<file path="config.mk">
export PLATFORM = sky130hd
export DESIGN_NAME = peak_hold_band_meter
export DESIGN_NICKNAME = d
export VERILOG_FILES = /design/src/hw/rtl/phbm_pkg.sv /design/src/hw/rtl/peak_hold_band_meter.sv /design/src/hw/rtl/phbm_cfg.sv /design/src/hw/rtl/phbm_update.sv
export SDC_FILE = /design/constraint.sdc
export NUM_CORES = 2
export LEC_CHECK = 0
export BUFFER_PORTS_ARGS = -buffer_cell sky130_fd_sc_hd__buf_2
export CAP_MARGIN = 20
export CORE_MARGIN = 2
export CORE_UTILIZATION = 65
export CTS_CLUSTER_SIZE = 8
export DETAILED_ROUTE_END_ITERATION = 6
export GPL_TIMING_DRIVEN = 0
export PLACE_DENSITY = 0.82
export SYNTH_ARGS = -nofsm -noshare
export SYNTH_HDL_FRONTEND = slang
export SYNTH_SLANG_ARGS = --single-unit
export TNS_END_PERCENT = 30
</file>
<file path="constraint.sdc">
create_clock -name i_clk -period 32 [get_ports i_clk]
set_input_delay 1.6 -clock i_clk [delete_from_list [all_inputs] [get_ports i_clk]]
set_output_delay 1.6 -clock i_clk [all_outputs]
set_load 0.01 [all_outputs]
</file>
<file path="src/hw/rtl/phbm_pkg.sv">
package phbm_pkg;

    // Number of bands that carry state.
    localparam int NUM_BANDS = 8;

    localparam int BAND_W     = 3;
    localparam int TGT_W      = 18;
    localparam int LVL_W      = 17;
    localparam int AGE_W      = 16;
    localparam int DT_W       = 10;
    localparam int RATE_W     = 16;
    localparam int HOLD_W     = 16;
    localparam int GAP_W      = 17;
    localparam int CFG_DATA_W = 17;
    localparam int CFG_IDX_W  = 3;
    localparam int PROD_W     = RATE_W + DT_W;
    localparam int IDX_W      = (NUM_BANDS > 1) ? $clog2(NUM_BANDS) : 1;

    localparam logic [LVL_W-1:0] Q16_ONE = LVL_W'(65536);
    localparam logic [AGE_W-1:0] AGE_MAX = '1;

    // Register indexes of the configuration port.
    localparam logic [CFG_IDX_W-1:0] REG_LVL_DECAY  = 3'd0;
    localparam logic [CFG_IDX_W-1:0] REG_PK_DECAY   = 3'd1;
    localparam logic [CFG_IDX_W-1:0] REG_HOLD_TIME  = 3'd2;
    localparam logic [CFG_IDX_W-1:0] REG_MAX_STEP   = 3'd3;
    localparam logic [CFG_IDX_W-1:0] REG_MARKER_GAP = 3'd4;

    localparam logic [RATE_W-1:0] LVL_DECAY_RST  = 16'd105;
    localparam logic [RATE_W-1:0] PK_DECAY_RST   = 16'd59;
    localparam logic [HOLD_W-1:0] HOLD_TIME_RST  = 16'd350;
    localparam logic [DT_W-1:0]   MAX_STEP_RST   = 10'd100;
    localparam logic [GAP_W-1:0]  MARKER_GAP_RST = 17'd6554;

    typedef struct packed {
        logic [RATE_W-1:0] lvl_decay;
        logic [RATE_W-1:0] pk_decay;
        logic [HOLD_W-1:0] hold_time;
        logic [DT_W-1:0]   max_step;
        logic [GAP_W-1:0]  marker_gap;
    } t_cfg;

    typedef struct packed {
        logic [LVL_W-1:0] level;
        logic [LVL_W-1:0] peak;
        logic [AGE_W-1:0] age;
    } t_band_state;

endpackage

</file>
<file path="src/hw/rtl/peak_hold_band_meter.sv">
// Peak-hold band meter: one ballistics update per word, one word per clock cycle sustained
// while results are taken. A word accepted on the input is captured in an input register;
// when the output register is empty or being emptied, the band's bar level, peak and peak
// age are read, updated and written back while the result moves to the output register.
// The per-band state lives in flip-flops and is read and rewritten in the cycle that the
// word leaves the input register, which lets back-to-back words for the same band see
// each other's results without stalls and sets the rate at one word per cycle. The output
// register holds a result until it is taken; the input side keeps accepting while one
// result waits and stalls only when both registers are full. Levels are unsigned Q16
// (65536 is 1.0), times are in milliseconds. The user must write configuration through
// the plain write port only while the block is idle; the block itself does not enforce it.
module peak_hold_band_meter
    import phbm_pkg::*;
(
    input  logic                  i_clk,
    input  logic                  i_rst_n,

    input  logic                  i_cfg_we,
    input  logic [CFG_IDX_W-1:0]  i_cfg_idx,
    input  logic [CFG_DATA_W-1:0] i_cfg_data,

    input  logic                  i_in_valid,
    output logic                  o_in_ready,
    input  logic [BAND_W-1:0]     i_band,
    input  logic signed [TGT_W-1:0] i_target,
    input  logic [DT_W-1:0]       i_elapsed,

    output logic                  o_out_valid,
    input  logic                  i_out_ready,
    output logic [BAND_W-1:0]     o_band_out,
    output logic [LVL_W-1:0]      o_level_out,
    output logic [LVL_W-1:0]      o_peak_out,
    output logic                  o_show_marker
);

    t_cfg cfg;

    // Input register.
    logic                r_s1_valid;
    logic [BAND_W-1:0]   r_s1_band;
    logic [TGT_W-1:0]    r_s1_target;
    logic [DT_W-1:0]     r_s1_elapsed;

    // Output register.
    logic                r_out_valid;
    logic [BAND_W-1:0]   r_out_band;
    logic [LVL_W-1:0]    r_out_level;
    logic [LVL_W-1:0]    r_out_peak;
    logic                r_out_marker;

    // Per-band state.
    t_band_state         r_state [NUM_BANDS];

    logic                s1_advance;
    logic                in_accept;
    logic                in_range;
    logic [IDX_W-1:0]    s1_idx;
    t_band_state         cur_state;
    t_band_state         upd_state;
    logic                upd_marker;

    phbm_cfg u_cfg (
        .i_clk      (i_clk),
        .i_rst_n    (i_rst_n),
        .i_cfg_we   (i_cfg_we),
        .i_cfg_idx  (i_cfg_idx),
        .i_cfg_data (i_cfg_data),
        .o_cfg      (cfg)
    );

    // The input register moves on whenever the output register is empty or being emptied.
    assign s1_advance = r_s1_valid && (!r_out_valid || i_out_ready);
    assign o_in_ready = !r_s1_valid || s1_advance;
    assign in_accept  = i_in_valid && o_in_ready;

    // Bands beyond the state array leave the state alone and report zeros.
    assign in_range  = 32'(r_s1_band) < 32'(NUM_BANDS);
    assign s1_idx    = IDX_W'(r_s1_band);
    assign cur_state = r_state[s1_idx];

    phbm_update u_update (
        .i_cfg     (cfg),
        .i_target  (r_s1_target),
        .i_elapsed (r_s1_elapsed),
        .i_state   (cur_state),
        .o_state   (upd_state),
        .o_marker  (upd_marker)
    );

    always_ff @(posedge i_clk) begin
        if (!i_rst_n) begin
            r_s1_valid <= 1'b0;
        end else if (o_in_ready) begin
            r_s1_valid <= i_in_valid;
        end
    end

    always_ff @(posedge i_clk) begin
        if (in_accept) begin
            r_s1_band    <= i_band;
            r_s1_target  <= i_target;
            r_s1_elapsed <= i_elapsed;
        end
    end

    always_ff @(posedge i_clk) begin
        if (!i_rst_n) begin
            r_out_valid <= 1'b0;
        end else if (s1_advance) begin
            r_out_valid <= 1'b1;
        end else if (i_out_ready) begin
            r_out_valid <= 1'b0;
        end
    end

    always_ff @(posedge i_clk) begin
        if (s1_advance) begin
            r_out_band <= r_s1_band;
            if (in_range) begin
                r_out_level  <= upd_state.level;
                r_out_peak   <= upd_state.peak;
                r_out_marker <= upd_marker;
            end else begin
                r_out_level  <= '0;
                r_out_peak   <= '0;
                r_out_marker <= 1'b0;
            end
        end
    end

    // The write-back lands at the same edge that the result is registered, so the next
    // word reads the updated entry directly.
    always_ff @(posedge i_clk) begin
        if (!i_rst_n) begin
            for (int i = 0; i < NUM_BANDS; i++) begin
                r_state[i] <= '0;
            end
        end else if (s1_advance && in_range) begin
            r_state[s1_idx] <= upd_state;
        end
    end

    assign o_out_valid   = r_out_valid;
    assign o_band_out    = r_out_band;
    assign o_level_out   = r_out_level;
    assign o_peak_out    = r_out_peak;
    assign o_show_marker = r_out_marker;

endmodule

</file>
<file path="src/hw/rtl/phbm_cfg.sv">
module phbm_cfg
    import phbm_pkg::*;
(
    input  logic                  i_clk,
    input  logic                  i_rst_n,
    input  logic                  i_cfg_we,
    input  logic [CFG_IDX_W-1:0]  i_cfg_idx,
    input  logic [CFG_DATA_W-1:0] i_cfg_data,
    output t_cfg                  o_cfg
);

    t_cfg r_cfg;

    always_ff @(posedge i_clk) begin
        if (!i_rst_n) begin
            r_cfg.lvl_decay  <= LVL_DECAY_RST;
            r_cfg.pk_decay   <= PK_DECAY_RST;
            r_cfg.hold_time  <= HOLD_TIME_RST;
            r_cfg.max_step   <= MAX_STEP_RST;
            r_cfg.marker_gap <= MARKER_GAP_RST;
        end else if (i_cfg_we) begin
            case (i_cfg_idx)
                REG_LVL_DECAY: begin
                    r_cfg.lvl_decay <= i_cfg_data[RATE_W-1:0];
                end
                REG_PK_DECAY: begin
                    r_cfg.pk_decay <= i_cfg_data[RATE_W-1:0];
                end
                REG_HOLD_TIME: begin
                    r_cfg.hold_time <= i_cfg_data[HOLD_W-1:0];
                end
                REG_MAX_STEP: begin
                    r_cfg.max_step <= i_cfg_data[DT_W-1:0];
                end
                REG_MARKER_GAP: begin
                    r_cfg.marker_gap <= i_cfg_data[GAP_W-1:0];
                end
                default: begin
                    // Writes beyond the register list are dropped.
                end
            endcase
        end
    end

    assign o_cfg = r_cfg;

endmodule

</file>
<file path="src/hw/rtl/phbm_update.sv">
module phbm_update
    import phbm_pkg::*;
(
    input  t_cfg                i_cfg,
    input  logic [TGT_W-1:0]    i_target,
    input  logic [DT_W-1:0]     i_elapsed,
    input  t_band_state         i_state,
    output t_band_state         o_state,
    output logic                o_marker
);

    logic [LVL_W-1:0]    tgt;
    logic [DT_W-1:0]     dt;
    logic [PROD_W-1:0]   lvl_drop;
    logic [PROD_W-1:0]   pk_drop;
    logic signed [PROD_W:0] lvl_fallen;
    logic signed [PROD_W:0] pk_fallen;
    logic [LVL_W-1:0]    new_lvl;
    logic [LVL_W-1:0]    new_pk;
    logic [AGE_W:0]      age_sum;
    logic [AGE_W-1:0]    age_sat;
    logic [AGE_W-1:0]    new_age;

    always_comb begin
        // Clamp the signed target into 0..1.0.
        if (i_target[TGT_W-1]) begin
            tgt = '0;
        end else if (i_target[TGT_W-2:0] > Q16_ONE) begin
            tgt = Q16_ONE;
        end else begin
            tgt = i_target[LVL_W-1:0];
        end

        dt = (i_elapsed > i_cfg.max_step) ? i_cfg.max_step : i_elapsed;

        // Both decay products use dt and a rate only, so they run side by side.
        lvl_drop = PROD_W'(i_cfg.lvl_decay) * PROD_W'(dt);
        pk_drop  = PROD_W'(i_cfg.pk_decay) * PROD_W'(dt);

        lvl_fallen = $signed({{(PROD_W + 1 - LVL_W){1'b0}}, i_state.level})
                   - $signed({1'b0, lvl_drop});
        if (tgt > i_state.level) begin
            new_lvl = tgt;
        end else if (lvl_fallen > $signed({{(PROD_W + 1 - LVL_W){1'b0}}, tgt})) begin
            new_lvl = lvl_fallen[LVL_W-1:0];
        end else begin
            new_lvl = tgt;
        end

        age_sum = {1'b0, i_state.age} + (AGE_W + 1)'(dt);
        age_sat = age_sum[AGE_W] ? AGE_MAX : age_sum[AGE_W-1:0];
        pk_fallen = $signed({{(PROD_W + 1 - LVL_W){1'b0}}, i_state.peak})
                  - $signed({1'b0, pk_drop});

        if (new_lvl >= i_state.peak) begin
            new_pk  = new_lvl;
            new_age = '0;
        end else begin
            new_age = age_sat;
            if (age_sat > i_cfg.hold_time) begin
                if (pk_fallen > $signed({{(PROD_W + 1 - LVL_W){1'b0}}, new_lvl})) begin
                    new_pk = pk_fallen[LVL_W-1:0];
                end else begin
                    new_pk = new_lvl;
                end
            end else begin
                new_pk = i_state.peak;
            end
        end

        o_state.level = new_lvl;
        o_state.peak  = new_pk;
        o_state.age   = new_age;
        o_marker = {1'b0, new_pk} > ({1'b0, new_lvl} + {1'b0, i_cfg.marker_gap});
    end

endmodule

</file>
==> metrics.txt <==
via count=29600; count of pins over their slew limit=0; slowest stage cell on the critical path=buf_1; effective utilization at floorplan=0.659; DRC violations left=30; count of hold buffers inserted by post-cts repair=0; DR WL/cell=roughly 25 um; worst-case setup margin in the final layout=13310 ps; final setup violation count=0; placed inst area=0.0407 mm^2; crit path DAT=19050 ps; pre-CTS worst setup slack=13550 ps; global-route wire length before repair=176000 um; final layout net count=4390; Max H-tree Level=3; chip height=about 250 um; mapped cell area=0.0390 mm^2; cell row count=89; post-route setup TNS=0 ps; Pre-antenna DRT Iters=7; most common cell after layout, fill and taps aside=edfxtp_1; share of cells above drive strength 1=0.103; Die Width=249 um; global route total overflow=0; maximum clock insertion buffer count=3; root buffer cell=clkbuf_16; portion of netlist area occupied by mux cells=0.0797; number of antenna violations at the first check in global routing=2; number of DRC markers after the initial detailed-route iteration=about 3800; Critical Path Sink Type=flop; most used cell, CP=a21o_1; clock network latency to the later pin of the worst-skew pair=650 ps; Max Cap Violations=0; Port Buf Inserts=95; Area growth syn-to-layout=10.2%; IO Pins=96; Post-Synthesis Net Count=4198; Slew headroom=0.254; final critical-path share of the clock period=0.584; Synth Area in XOR/XNOR=0.0132; post-route design area=0.0430 mm^2; number of resized instances in the post-cts repair step=0; CP max FO=11; Post-Route WL=116000 um; Mapped Avg Cell Area=10.8 um^2; core area=0.0592 mm^2; clock skew after layout=40.2 ps; detailed placement HPWL=83900 um; number of buffers inserted during clock tree synthesis=79; Crit Path Class=reg -> reg; violations in the final reports=design-rule violations; die outline area=0.0620 mm^2; sequential cell area fraction in the yosys report=0.402; worst slew pin tran=1100 ps; Compound-Gate Fraction of Synth Area=0.0734; detail-routed via count per cell=6.39; via count of the first global-routing pass=30100; min Tclk post-route=18690 ps; clock transition at the register clock pins on the worst setup and hold paths after CTS=50 ps; clk sinks=549; maximum cell stage delay along the critical path=approximately 840 ps; Unique masters post-synth=87; last weighted congestion value of the routability-driven placer=0.975; highest-count cells in the layout ignoring fill and taps=edfxtp_1, nor2_1, inv_1; required time at the endpoint of the critical path=32360 ps; CTS tree=built; pin count of the biggest net entering global routing=51; worst hold path type=reg -> reg; fraction of registers with async set/reset=0; Antenna Nets Post-Route=0; final hold viol count=0; nature of the critical path startpoint=flop; Max Clk Rate=53.5 MHz; Synth Area in Adders=0.219; number of flops mapped to enable cells by yosys=469; count of state elements after synthesis=549; main combinational cell family by area after synthesis=adder cells; Gate Count Post-Synth=between 3000 and 4000; predominant post-synthesis flop cell=edfxtp_1; unrepaired setup endpoints after global routing=false; GRT Resource Usage Total=0.380; Setup Fix Bufs, Post-CTS=0; total of warnings raised by yosys=0; share of synthesized cell area in and, or, nand and nor gates=0.151; result of the run=complete, but fails checks
[kinds of logic after synthesis]
logic type / count (synthesis)
and+or+nand+nor: 1263
buffers and inverters: 634
DFF: 549
adders and majority gates: 524
AOI/OAI and AO/OA: 410
muxes: 181
xor gates and xnor gates: 59
[cell type report]
class,count,area (um^2)
Timing Repair Buffer,111,638
Tap cell,773,967
Clock inverter,8,169
Sequential cell,549,15700
Clock buffer,117,2140
Antenna cell,1,2.50
Buffer,214,860
Inverter,420,1580
Multi-Input combinational cell,2437,21000
Fill cell,3936,16200
[sequential cells by signal, indices dropped and copies added, names as in the netlist, named ones only]
| signal | count |
|---|---|
| r_s1_elapsed | 10 |
| r_s1_target | 18 |
| o_out_valid | 1 |
| o_band_out | 3 |
| u_cfg.o_cfg | 75 |
| r_s1_valid | 1 |
| r_state | 400 |
| r_s1_band | 3 |
| o_peak_out | 17 |
| o_show_marker | 1 |
| o_level_out | 17 |
[worst max-delay path, delay by kind of cell, from the launching register on]
family / cells / cell delay [ps]
AO/OA/AOI/OAI: 31 / 6780
AND/OR/NAND/NOR: 9 / 1240
adder cells (fa/ha/maj): 7 / 2840
XOR/XNOR: 1 / 330
buffers and inverters: 12 / 5360
flip-flops: 1 / 430
multiplexers: 2 / 1330
[worst paths after layout]
check | to | slack [ps] | depth (start not counted) | start
max | o_show_marker | 13310 | 62 | flop
min | u_cfg.o_cfg[54] | 470 | 2 | u_cfg.o_cfg[54]
max reg2reg | o_show_marker | 13310 | 62 | flop
min reg2reg | u_cfg.o_cfg[54] | 470 | 2 | u_cfg.o_cfg[54]
[synthesized netlist by cell type, types with 5 or more instances]
cell type,number,share of area
nor2_1,434,0.042
dfxtp_1,80,0.041
o211ai_1,23,0.0044
a21boi_0,56,0.011
a2111oi_0,10,0.0022
ha_1,256,0.082
and2_1,249,0.040
and3_1,10,0.0016
o21ai_0,49,0.0063
clkbuf_1,171,0.016
mux2_2,26,0.0075
or2_2,8,0.0013
nand3_1,37,0.0047
a211oi_1,17,0.0033
buf_2,24,0.0031
a21o_1,35,0.0067
a222oi_1,13,0.0033
mux2i_1,53,0.014
edfxtp_1,469,0.36
o21a_1,26,0.0050
or3_1,11,0.0018
a31oi_1,6,0.00096
o221ai_1,5,0.0011
xnor2_1,31,0.0070
or4_1,6,0.0012
nor2b_1,30,0.0048
nand2_1,356,0.034
nand2b_1,20,0.0032
nor4b_1,5,0.0011
a21oi_1,103,0.013
nor3_1,47,0.0060
buf_1,16,0.0015
mux4_2,98,0.057
o21ai_1,7,0.00090
nand4_1,28,0.0045
inv_1,417,0.040
o21bai_1,7,0.0013
a211o_1,7,0.0016
fa_1,266,0.14
nor4_1,7,0.0011
xor2_1,28,0.0063
[metal layers]
| layer | wire (um) | GRT usage | vias up |
|---|---|---|---|
| li1 | - | - | 12700 |
| met1 | 40200 | 0.473 | 14400 |
| met2 | 52600 | 0.590 | 2058 |
| met3 | 14500 | 0.0975 | 483 |
| met4 | 8890 | 0.255 | 0 |
| met5 | 0 | 0 | - |
[per-stage QoR]
step | hold slack (ps) | cells | util
after global routing | 481 | 4629 | 0.727
final | 466 | 4630 | 0.727
after global placement | 448 | 4488 | 0.683
after CTS | 463 | 4624 | 0.726
after floorplan | 442 | 3620 | -
after detailed placement | 456 | 4499 | 0.687
Power is not shown: default switching activity piles up to over one toggle a cycle in this logic, so the estimate is an artifact.
